<file path="src/design/sha256_pkg.sv">
// Package: SHA-256 constants, types and round functions shared by the hasher modules.
`timescale 1ns / 1ps
package sha256_pkg;

  localparam int unsigned WordW    = 32;
  localparam int unsigned BlockBytes = 64;
  localparam int unsigned Rounds   = 64;
  localparam int unsigned LenStart = 56;

  typedef enum logic [1:0] {
    ACT_ABSORB   = 2'd0,
    ACT_FINALIZE = 2'd1,
    ACT_RESTART  = 2'd2,
    ACT_NONE     = 2'd3
  } action_t;

  // Commands from the controller to the datapath.
  typedef struct packed {
    logic       write_byte;  // store a byte at the buffer position
    logic [5:0] wr_addr;
    logic [7:0] wr_data;
    logic       load_init;   // reload initial hash, clear length
    logic       start_blk;   // latch hash into working variables, begin
    logic       add_len;     // add the given bit count to the length
    logic [9:0] len_add;
    logic       set_len;     // write length bytes into last 8 slots
  } dp_cmd_t;

  typedef struct packed {
    logic busy;     // compression in progress
  } dp_sts_t;

  localparam logic [WordW-1:0] InitHash [8] = '{
    32'h6a09e667, 32'hbb67ae85, 32'h3c6ef372, 32'ha54ff53a,
    32'h510e527f, 32'h9b05688c, 32'h1f83d9ab, 32'h5be0cd19
  };

  localparam logic [WordW-1:0] RoundK [64] = '{
    32'h428a2f98, 32'h71374491, 32'hb5c0fbcf, 32'he9b5dba5,
    32'h3956c25b, 32'h59f111f1, 32'h923f82a4, 32'hab1c5ed5,
    32'hd807aa98, 32'h12835b01, 32'h243185be, 32'h550c7dc3,
    32'h72be5d74, 32'h80deb1fe, 32'h9bdc06a7, 32'hc19bf174,
    32'he49b69c1, 32'hefbe4786, 32'h0fc19dc6, 32'h240ca1cc,
    32'h2de92c6f, 32'h4a7484aa, 32'h5cb0a9dc, 32'h76f988da,
    32'h983e5152, 32'ha831c66d, 32'hb00327c8, 32'hbf597fc7,
    32'hc6e00bf3, 32'hd5a79147, 32'h06ca6351, 32'h14292967,
    32'h27b70a85, 32'h2e1b2138, 32'h4d2c6dfc, 32'h53380d13,
    32'h650a7354, 32'h766a0abb, 32'h81c2c92e, 32'h92722c85,
    32'ha2bfe8a1, 32'ha81a664b, 32'hc24b8b70, 32'hc76c51a3,
    32'hd192e819, 32'hd6990624, 32'hf40e3585, 32'h106aa070,
    32'h19a4c116, 32'h1e376c08, 32'h2748774c, 32'h34b0bcb5,
    32'h391c0cb3, 32'h4ed8aa4a, 32'h5b9cca4f, 32'h682e6ff3,
    32'h748f82ee, 32'h78a5636f, 32'h84c87814, 32'h8cc70208,
    32'h90befffa, 32'ha4506ceb, 32'hbef9a3f7, 32'hc67178f2
  };

  function automatic logic [WordW-1:0] rotr(input logic [WordW-1:0] x, input int unsigned n);
    rotr = (x >> n) | (x << (WordW - n));
  endfunction

  function automatic logic [WordW-1:0] ssig0(input logic [WordW-1:0] x);
    ssig0 = rotr(x, 7) ^ rotr(x, 18) ^ (x >> 3);
  endfunction

  function automatic logic [WordW-1:0] ssig1(input logic [WordW-1:0] x);
    ssig1 = rotr(x, 17) ^ rotr(x, 19) ^ (x >> 10);
  endfunction

  function automatic logic [WordW-1:0] bsig0(input logic [WordW-1:0] x);
    bsig0 = rotr(x, 2) ^ rotr(x, 13) ^ rotr(x, 22);
  endfunction

  function automatic logic [WordW-1:0] bsig1(input logic [WordW-1:0] x);
    bsig1 = rotr(x, 6) ^ rotr(x, 11) ^ rotr(x, 25);
  endfunction

endpackage

</file>
<file path="src/design/sha256_if.sv">
// Interfaces: input and result channels with valid/ready handshake.
`timescale 1ns / 1ps
interface sha256_in_if;
  logic       valid;
  logic       ready;
  logic [1:0] action;
  logic [7:0] data_byte;
  modport source (output valid, action, data_byte, input ready);
  modport sink (input valid, action, data_byte, output ready);
endinterface

interface sha256_out_if;
  logic        valid;
  logic        ready;
  logic [31:0] digest_word;
  logic [2:0]  word_index;
  logic        last_word;
  modport source (output valid, digest_word, word_index, last_word, input ready);
  modport sink (input valid, digest_word, word_index, last_word, output ready);
endinterface

</file>
<file path="src/design/sha256_datapath.sv">
// Datapath: block buffer memory, message schedule, round unit, hash and length registers.
`timescale 1ns / 1ps
module sha256_datapath (
  input  logic                 clk,
  input  logic                 rst_n,
  input  sha256_pkg::dp_cmd_t  cmd,
  output sha256_pkg::dp_sts_t  sts,
  input  logic [2:0]           rd_idx,
  output logic [31:0]          rd_word
);

  logic [31:0] buf_mem [16];
  logic [31:0] hash_r [8];
  logic [31:0] v_r [8];
  logic [31:0] w_r [16];
  logic [63:0] len_r;
  logic [6:0]  step_r;    // 0..15 load words, 16..79 rounds, 80 fold
  logic        busy_r;
  logic [31:0] rd_w_r;
  logic [3:0]  lwr_r;
  logic        lvalid_r;

  logic [31:0] t1, t2, w_new, w_cur;
  logic [5:0]  rnd;
  logic [3:0]  ld_word;

  assign sts.busy = busy_r;
  assign rd_word  = hash_r[rd_idx];
  assign ld_word  = step_r[3:0];
  assign rnd      = 6'(step_r - 7'd16);

  // Schedule word for this round: first 16 from buffer, then expanded.
  assign w_new = sha256_pkg::ssig1(w_r[14]) + w_r[9] + sha256_pkg::ssig0(w_r[1]) + w_r[0];
  assign w_cur = (rnd < 6'd16) ? w_r[rnd[3:0]] : w_new;

  always_comb begin
    t1 = v_r[7] + sha256_pkg::bsig1(v_r[4]) + ((v_r[4] & v_r[5]) ^ (~v_r[4] & v_r[6]))
         + sha256_pkg::RoundK[rnd] + w_cur;
    t2 = sha256_pkg::bsig0(v_r[0]) + ((v_r[0] & v_r[1]) ^ (v_r[0] & v_r[2]) ^ (v_r[1] & v_r[2]));
  end

  // Buffer memory: 16 big-endian words, byte-lane writes, one registered word read.
  always_ff @(posedge clk) begin
    if (cmd.write_byte) begin
      buf_mem[cmd.wr_addr[5:2]][{~cmd.wr_addr[1:0], 3'b000} +: 8] <= cmd.wr_data;
    end else if (cmd.set_len) begin
      buf_mem[4'd14] <= len_r[63:32];
      buf_mem[4'd15] <= len_r[31:0];
    end
    rd_w_r <= buf_mem[ld_word];
  end

  always_ff @(posedge clk) begin
    if (!rst_n) begin
      busy_r   <= 1'b0;
      step_r   <= '0;
      lvalid_r <= 1'b0;
      len_r    <= '0;
      for (int i = 0; i < 8; i++) hash_r[i] <= sha256_pkg::InitHash[i];
    end else begin
      lvalid_r <= 1'b0;
      if (cmd.load_init) begin
        len_r <= '0;
        for (int i = 0; i < 8; i++) hash_r[i] <= sha256_pkg::InitHash[i];
      end
      if (cmd.add_len) begin
        len_r <= len_r + 64'(cmd.len_add);
      end
      if (cmd.start_blk) begin
        busy_r <= 1'b1;
        step_r <= '0;
        for (int i = 0; i < 8; i++) v_r[i] <= hash_r[i];
      end else if (busy_r) begin
        // Load phase: read one word a cycle, write it from the read register in the cycle after.
        if (step_r < 7'd16) begin
          lvalid_r <= 1'b1;
          lwr_r    <= ld_word;
          step_r   <= step_r + 7'd1;
        end else if (step_r < 7'd80) begin
          if (rnd >= 6'd16) begin
            for (int i = 0; i < 15; i++) w_r[i] <= w_r[i+1];
            w_r[15] <= w_new;
          end
          v_r[7] <= v_r[6];
          v_r[6] <= v_r[5];
          v_r[5] <= v_r[4];
          v_r[4] <= v_r[3] + t1;
          v_r[3] <= v_r[2];
          v_r[2] <= v_r[1];
          v_r[1] <= v_r[0];
          v_r[0] <= t1 + t2;
          step_r <= step_r + 7'd1;
        end else begin
          for (int i = 0; i < 8; i++) hash_r[i] <= hash_r[i] + v_r[i];
          busy_r <= 1'b0;
        end
      end
      if (lvalid_r) begin
        w_r[lwr_r] <= rd_w_r;
      end
    end
  end

endmodule

</file>
<file path="src/design/sha256_ctrl.sv">
// Controller: transaction decode, padding sequence and digest output state machine.
`timescale 1ns / 1ps
module sha256_ctrl (
  input  logic                 clk,
  input  logic                 rst_n,
  sha256_in_if.sink            in_ch,
  sha256_out_if.source         out_ch,
  output sha256_pkg::dp_cmd_t  cmd,
  input  sha256_pkg::dp_sts_t  sts,
  output logic [2:0]           rd_idx,
  input  logic [31:0]          rd_word
);

  typedef enum logic [2:0] {
    S_IDLE, S_WAIT, S_PAD, S_WAIT_PAD1, S_LEN, S_WAIT_FIN, S_EMIT
  } state_t;

  state_t      state_r;
  logic [5:0]  cnt_r;       // bytes pending
  logic [5:0]  pad_r;       // next pad address
  logic        fin_r;
  logic [2:0]  idx_r;
  logic        ovalid_r;
  logic [31:0] oword_r;
  logic [2:0]  oidx_r;
  logic        acc;
  logic        out_free;

  assign in_ch.ready        = (state_r == S_IDLE);
  assign acc                = in_ch.valid && in_ch.ready;
  assign out_ch.valid       = ovalid_r;
  assign out_ch.digest_word = oword_r;
  assign out_ch.word_index  = oidx_r;
  assign out_ch.last_word   = (oidx_r == 3'd7);
  assign out_free           = !ovalid_r || out_ch.ready;
  assign rd_idx             = idx_r;

  always_comb begin
    cmd = '0;
    case (state_r)
      S_IDLE: begin
        if (acc && in_ch.action == sha256_pkg::ACT_ABSORB && !fin_r) begin
          cmd.write_byte = 1'b1;
          cmd.wr_addr    = cnt_r;
          cmd.wr_data    = in_ch.data_byte;
          if (cnt_r == 6'd63) begin
            cmd.add_len   = 1'b1;
            cmd.len_add   = 10'd512;
            cmd.start_blk = 1'b1;
          end
        end else if (acc && in_ch.action == sha256_pkg::ACT_RESTART) begin
          cmd.load_init = 1'b1;
        end else if (acc && in_ch.action == sha256_pkg::ACT_FINALIZE && !fin_r) begin
          cmd.write_byte = 1'b1;
          cmd.wr_addr    = cnt_r;
          cmd.wr_data    = 8'h80;
          cmd.add_len    = 1'b1;
          cmd.len_add    = {1'b0, cnt_r, 3'd0};
          // 0x80 completes the block: compress it before the length block.
          if (cnt_r == 6'd63) begin
            cmd.start_blk = 1'b1;
          end
        end
      end
      S_WAIT: begin
        cmd.start_blk = 1'b0;
      end
      S_PAD: begin
        cmd.write_byte = 1'b1;
        cmd.wr_addr    = pad_r;
        cmd.wr_data    = 8'h00;
        if (pad_r == 6'd63 && cnt_r >= 6'(sha256_pkg::LenStart)) begin
          cmd.start_blk = 1'b1;
        end
      end
      S_LEN: begin
        cmd.set_len   = 1'b1;
        cmd.start_blk = 1'b1;
      end
      S_WAIT_PAD1, S_WAIT_FIN: begin
        cmd.start_blk = 1'b0;
      end
      default: cmd = '0;
    endcase
  end

  always_ff @(posedge clk) begin
    if (!rst_n) begin
      state_r  <= S_IDLE;
      cnt_r    <= '0;
      pad_r    <= '0;
      fin_r    <= 1'b0;
      idx_r    <= '0;
      ovalid_r <= 1'b0;
    end else begin
      if (state_r == S_EMIT && out_free) ovalid_r <= 1'b1;
      else if (out_ch.ready) ovalid_r <= 1'b0;
      case (state_r)
        S_IDLE: begin
          if (acc) begin
            case (in_ch.action)
              sha256_pkg::ACT_ABSORB: begin
                if (!fin_r) begin
                  cnt_r <= cnt_r + 6'd1;
                  if (cnt_r == 6'd63) state_r <= S_WAIT;
                end
              end
              sha256_pkg::ACT_RESTART: begin
                cnt_r <= '0;
                fin_r <= 1'b0;
              end
              sha256_pkg::ACT_FINALIZE: begin
                idx_r <= '0;
                if (fin_r) begin
                  state_r <= S_EMIT;
                end else if (cnt_r == 6'd63) begin
                  state_r <= S_WAIT_PAD1;   // 0x80 filled the block
                end else if (cnt_r == 6'(sha256_pkg::LenStart - 1)) begin
                  state_r <= S_LEN;         // 0x80 took the last pad byte
                end else begin
                  pad_r   <= cnt_r + 6'd1;
                  state_r <= S_PAD;
                end
              end
              default: ;
            endcase
          end
        end
        S_WAIT: begin
          if (!sts.busy) state_r <= S_IDLE;
        end
        S_PAD: begin
          pad_r <= pad_r + 6'd1;
          if (pad_r == 6'd63 && cnt_r >= 6'(sha256_pkg::LenStart)) begin
            state_r <= S_WAIT_PAD1;
          end else if (pad_r == 6'd55 && cnt_r < 6'(sha256_pkg::LenStart)) begin
            state_r <= S_LEN;
          end
        end
        S_WAIT_PAD1: begin
          // First of two blocks: wait until idle, then zero up to the length.
          if (!sts.busy && !cmd.start_blk) begin
            cnt_r   <= '0;
            pad_r   <= '0;
            state_r <= S_PAD;
          end
        end
        S_LEN: begin
          state_r <= S_WAIT_FIN;
        end
        S_WAIT_FIN: begin
          if (!sts.busy) begin
            cnt_r   <= '0;
            fin_r   <= 1'b1;
            state_r <= S_EMIT;
          end
        end
        S_EMIT: begin
          if (out_free) begin
            oword_r  <= rd_word;
            oidx_r   <= idx_r;
            idx_r    <= idx_r + 3'd1;
            if (idx_r == 3'd7) state_r <= S_IDLE;
          end
        end
        default: state_r <= S_IDLE;
      endcase
    end
  end

endmodule

</file>
<file path="src/design/sha256_byte_stream_hasher.sv">
// Top level: SHA-256 byte stream hasher, controller plus datapath.
`timescale 1ns / 1ps
//
//  channel | dir | handshake     | payload
//  in_     | in  | valid/ready   | action[1:0], data_byte[7:0]
//  out_    | out | valid/ready   | digest_word[31:0], word_index[2:0], last_word
//
//  The 64th byte of a block starts the compression unit, which holds input
//  ready low through 16 word loads, 64 rounds, one fold and the return to idle,
//  all run by the single round unit. Finalize zero-pads one byte a cycle up to
//  byte 55, writes the length, then runs one compression (two when 56 or more
//  bytes are pending) and emits eight words, at most one a cycle, each held
//  until the sink takes it. A second finalize only emits the digest again.
//  Reset (rst_n low, synchronous) restores the initial hash and clears counts.
module sha256_byte_stream_hasher (
  input  logic          clk,
  input  logic          rst_n,
  sha256_in_if.sink     in_ch,
  sha256_out_if.source  out_ch
);

  sha256_pkg::dp_cmd_t cmd;
  sha256_pkg::dp_sts_t sts;
  logic [2:0]          rd_idx;
  logic [31:0]         rd_word;

  sha256_ctrl u_ctrl (
    .clk, .rst_n, .in_ch, .out_ch, .cmd, .sts, .rd_idx, .rd_word
  );

  sha256_datapath u_dp (
    .clk, .rst_n, .cmd, .sts, .rd_idx, .rd_word
  );

  // Output must hold while stalled.
  a_hold: assert property (@(posedge clk) disable iff (!rst_n)
    out_ch.valid && !out_ch.ready |=> out_ch.valid && $stable(out_ch.digest_word))
    else $error("result changed while stalled");

  // No input accepted while compressing.
  a_busy: assert property (@(posedge clk) disable iff (!rst_n)
    sts.busy |-> !in_ch.ready)
    else $error("input ready during compression");

endmodule

</file>
<file path="src/flat_wrapper.sv">
// flat-port wrapper written by rule: the top's interface ports become plain ports
module sha256_byte_stream_hasher_flat 
  (clk, rst_n, in_ch_valid, in_ch_action, in_ch_data_byte, in_ch_ready, out_ch_valid, out_ch_digest_word, out_ch_word_index, out_ch_last_word, out_ch_ready);
  sha256_in_if in_ch_i ();
  sha256_out_if out_ch_i ();
  input  logic clk;
  input  logic rst_n;
  input wire logic [$bits(in_ch_i.valid)-1:0] in_ch_valid;
  input wire logic [$bits(in_ch_i.action)-1:0] in_ch_action;
  input wire logic [$bits(in_ch_i.data_byte)-1:0] in_ch_data_byte;
  output wire logic [$bits(in_ch_i.ready)-1:0] in_ch_ready;
  output wire logic [$bits(out_ch_i.valid)-1:0] out_ch_valid;
  output wire logic [$bits(out_ch_i.digest_word)-1:0] out_ch_digest_word;
  output wire logic [$bits(out_ch_i.word_index)-1:0] out_ch_word_index;
  output wire logic [$bits(out_ch_i.last_word)-1:0] out_ch_last_word;
  input wire logic [$bits(out_ch_i.ready)-1:0] out_ch_ready;
  assign in_ch_i.valid = in_ch_valid;
  assign in_ch_i.action = in_ch_action;
  assign in_ch_i.data_byte = in_ch_data_byte;
  assign in_ch_ready = in_ch_i.ready;
  assign out_ch_valid = out_ch_i.valid;
  assign out_ch_digest_word = out_ch_i.digest_word;
  assign out_ch_word_index = out_ch_i.word_index;
  assign out_ch_last_word = out_ch_i.last_word;
  assign out_ch_i.ready = out_ch_ready;
  sha256_byte_stream_hasher u_core (.clk(clk), .rst_n(rst_n), .in_ch(in_ch_i), .out_ch(out_ch_i));
endmodule
</file>
<file path="config.mk">
export PLATFORM = sky130hd
export DESIGN_NAME = sha256_byte_stream_hasher_flat
export DESIGN_NICKNAME = d
export VERILOG_FILES = /design/src/design/sha256_pkg.sv /design/src/design/sha256_if.sv /design/src/design/sha256_datapath.sv /design/src/design/sha256_ctrl.sv /design/src/design/sha256_byte_stream_hasher.sv /design/src/flat_wrapper.sv
export SDC_FILE = /design/constraint.sdc
export NUM_CORES = 2
export LEC_CHECK = 0
export BUFFER_PORTS_ARGS = -buffer_cell sky130_fd_sc_hd__buf_2
export CORE_MARGIN = 2
export CORE_UTILIZATION = 60
export DETAILED_ROUTE_END_ITERATION = 6
export PLACE_DENSITY_LB_ADDON = 0.3
export SLEW_MARGIN = 40
export SYNTH_ARGS = -nofsm -noshare
export SYNTH_HDL_FRONTEND = slang
export SYNTH_SLANG_ARGS = --single-unit
</file>
<file path="constraint.sdc">
create_clock -name clk -period 12.05 [get_ports clk]
set_input_delay 2.41 -clock clk [delete_from_list [all_inputs] [get_ports clk]]
set_output_delay 2.41 -clock clk [all_outputs]
set_load 0.02 [all_outputs]
</file>
==> impl_metrics.tcl <==
set metrics [dict create \
    status "complete, but fails checks" \
    violations "DRC" \
    crit_arrival_ns 11.89 \
    whs_ns 0.539 \
    grt_pass1_vias 70686 \
    cap_violations 0 \
    drive_gt1_frac 0.182 \
    ctsLongestPathBuffers 3 \
    post-place-ws_ns 0.773 \
    placedCellCount 10520 \
    power.leakage_nw 41.4 \
    synth_warnings 0 \
    wl_mm 334 \
    critPathMostFrequentCell "fa_1" \
    grt_pass1_wl_mm 485 \
    netlist_instances 8575 \
    grt_max_degree 133 \
    ys_seq_area_frac 0.482 \
    die_w_um 417 \
    firstDrtPassIters 7 \
    clkLatencyLatePin_ns 0.87 \
    antenna_found_initial 18 \
    avgSynthCellArea_um2 11.9 \
    synth_fp_nets 9204 \
    yosysUniqueCellTypes 91 \
    synthFlopType "edfxtp_1" \
    drv_slew 0 \
    io_pins 52 \
    hp-start "u_core.u_dp.hash_r[0][2]" \
    crit_family "compound AO/OA/AOI/OAI gates" \
    drtIter0Drc 10839 \
    clkTransAtPathRegs_ns 0.06 \
    synth-edff-count 1543 \
    min_period_over_period 0.938 \
    synth_area_leaders "edfxtp_1, mux4_2, mux2_2" \
    area_growth_pct 9.19 \
    drc 3 \
    finClkSkew_ns 0.0359 \
    crit_fanout 7 \
    r2r-start "u_core.u_dp.w_r[1][8]" \
    die_area_um2 174000 \
    cp-end-kind "register" \
    final_common_cell "edfxtp_1" \
    critPathKind "register to register" \
    core_area_um2 169000 \
    overflow 0 \
    cp_data_required_time_ns 12.64 \
    crit_start "u_core.u_dp.w_r[1][8]" \
    io_buffers 51 \
    hold_violations 0 \
    clock.fmax_mhz 88.5 \
    gp_congestion 1.03 \
    cts.sinks 1697 \
    die_h_um 417 \
    fin_crit_ns 11.30 \
    critPathMaxStageDelay_ns 0.54 \
    finalNonFillerCells 10864 \
    worstMarginPinSlew_ns 0.955 \
    max-slew-margin-rel 0.361 \
    synth-async-reset-ratio 0 \
    start_util 0.605 \
    start_kind "register" \
    cts_made_buffers 181 \
    netlist_area_um2 102000 \
    crit_slowest_cell "edfxtp_1" \
    rsz0062_at_grt "false" \
    drtAntennaViolNets 0 \
    yosysTopAreaCell "edfxtp_1" \
    nets 9116 \
    setup_viol 0 \
    ys_ff_latch 1697 \
    routed-via-count 73775 \
    ir_worst_vdd_mv 0.136 \
    wl_per_cell_um 30.7 \
    setup_ws_ns 0.749 \
    setup-tns-final_ns 0 \
    cts-htree-levels 4 \
    drt-vias-per-instance 6.79 \
    cts-root-buf "clkbuf_16" \
    dpl.hpwl_mm 238 \
    grtUsageTotal 0.382 \
    power_mw 13.2 \
    post_cts_buffers 0 \
    path_buf_inv 5 \
    min_path_type "register to register" \
    core.rowCount 151 \
    synth.top_cell.area_share 0.452 \
    most-common-layout-cells "edfxtp_1, nand2_1, mux2_2, inv_1, ha_1" \
    cts_tree "built" \
    powerDensity_nw_per_um2 118 \
]
-- worst paths after layout --
| check | end | slack [ns] | cells past startpoint |
|---|---|---|---|
| setup reg to reg | u_core.u_dp.v_r[0][31] | 0.75 | 45 |
| hold / removal | u_core.u_dp.hash_r[0][2] | 0.54 | 2 |
| hold reg to reg | u_core.u_dp.hash_r[0][2] | 0.54 | 2 |
| setup / recovery | u_core.u_dp.v_r[0][31] | 0.75 | 45 |
-- sequential cells by signal, indices dropped and copies added (netlist names) --
register and count:
u_core.u_dp.buf_mem 512, u_core.u_dp.w_r 512, u_core.u_dp.hash_r 256, u_core.u_dp.v_r 256, u_core.u_dp.len_r 61, u_core.u_ctrl.out_ch.digest_word 32
u_core.u_dp.rd_w_r 32, u_core.u_dp.step_r 7, u_core.u_ctrl.cnt_r 6, u_core.u_ctrl.pad_r 6, u_core.u_dp.lwr_r 4, u_core.u_ctrl.out_ch.word_index 3
u_core.u_ctrl.rd_idx 3, u_core.u_ctrl.state_r 3, u_core.u_ctrl.fin_r 1, u_core.u_ctrl.out_ch.valid 1, u_core.u_dp.lvalid_r 1, u_core.u_dp.sts 1
-- synth_stat cells (12+ instances only) --
library cell / n
edfxtp_1: 1543
nand2_1: 1078
mux2_2: 551
inv_1: 479
nor2_1: 461
ha_1: 418
o21ai_0: 407
clkbuf_1: 389
mux4_2: 389
a21oi_1: 371
xnor2_1: 362
a21o_1: 262
xor2_1: 216
fa_1: 197
dfxtp_1: 154
nand3_1: 107
nor3_1: 90
nor2b_1: 77
o21a_1: 76
nand2b_1: 69
buf_1: 66
and2_1: 63
mux2i_1: 62
and3_1: 55
o21bai_1: 49
a211oi_1: 48
or3_1: 48
o211ai_1: 44
a31oi_1: 42
a21boi_0: 31
nand4_1: 30
o31ai_1: 22
nand3b_1: 20
or2_2: 20
o22ai_1: 16
and4_1: 15
nor3b_1: 15
a22oi_1: 14
o311ai_0: 14
a31o_2: 13
o2111ai_1: 12
-- stage by stage --
step | utilization | area [um^2]
3_5_place_dp | 0.622 | 105000
6_report | 0.660 | 112000
4_1_cts | 0.659 | 112000
3_3_place_gp | 0.620 | 105000
2_1_floorplan | - | 102000
5_1_grt | 0.660 | 112000
-- logic make-up (layout without fill, tap and decap cells) --
kind of cell / Yosys count / after routing / synth area share
and+or+nand+nor: 2189 / 2189 / 0.0954
muxes: 1002 / 1002 / 0.152
adders and majority gates: 620 / 620 / 0.0900
other: 0 / 6 / 0
xor gates and xnor gates: 579 / 579 / 0.0496
DFF: 1697 / 1697 / 0.482
AOI/OAI and AO/OA: 1547 / 1547 / 0.0960
buffers and inverters: 941 / 1006 / 0.0345
-- final cells by class --
type                       instances  area [um^2]
fill                           12370        57600
clock buffer                     238         4940
timing repair buffer             187         1510
tap                             2218         2780
antenna                            6         15.0
sequential                      1697        49400
inverter                         483         1820
multi-input combinational       5937        50000
clock inverter                    98         1350
-- worst register-to-register path: cells and delay by family (launching register included) --
family	cells	cell delay [ns]
compound gates	19	4.19
xor+xnor	4	0.79
buf+inv	5	0.38
simple gates	7	0.94
fa+ha+maj	10	4.18
flops	1	0.54
-- per-layer routing --
layer	vias to the layer above	wire, um	track usage
met5	-	64	0
met4	12	12300	0.126
met3	655	39900	0.0843
met2	4649	146000	0.564
met1	37126	136000	0.563
li1	31333	-	-
-- power by group --
group | internal (mW) | switching (mW) | total, mW
sequential | 6.38 | 0.0510 | 6.43
combinational | 0.313 | 0.527 | 0.840
clock | 3.45 | 2.51 | 5.95
total | 10.1 | 3.08 | 13.2
-- timing repair --
item / CTS / global route
resized for setup: 0 / 1
setup endpoints to repair: 0 / 1
hold buffers: 0 / 0
Note: power is estimated with default switching activity, not from simulation.
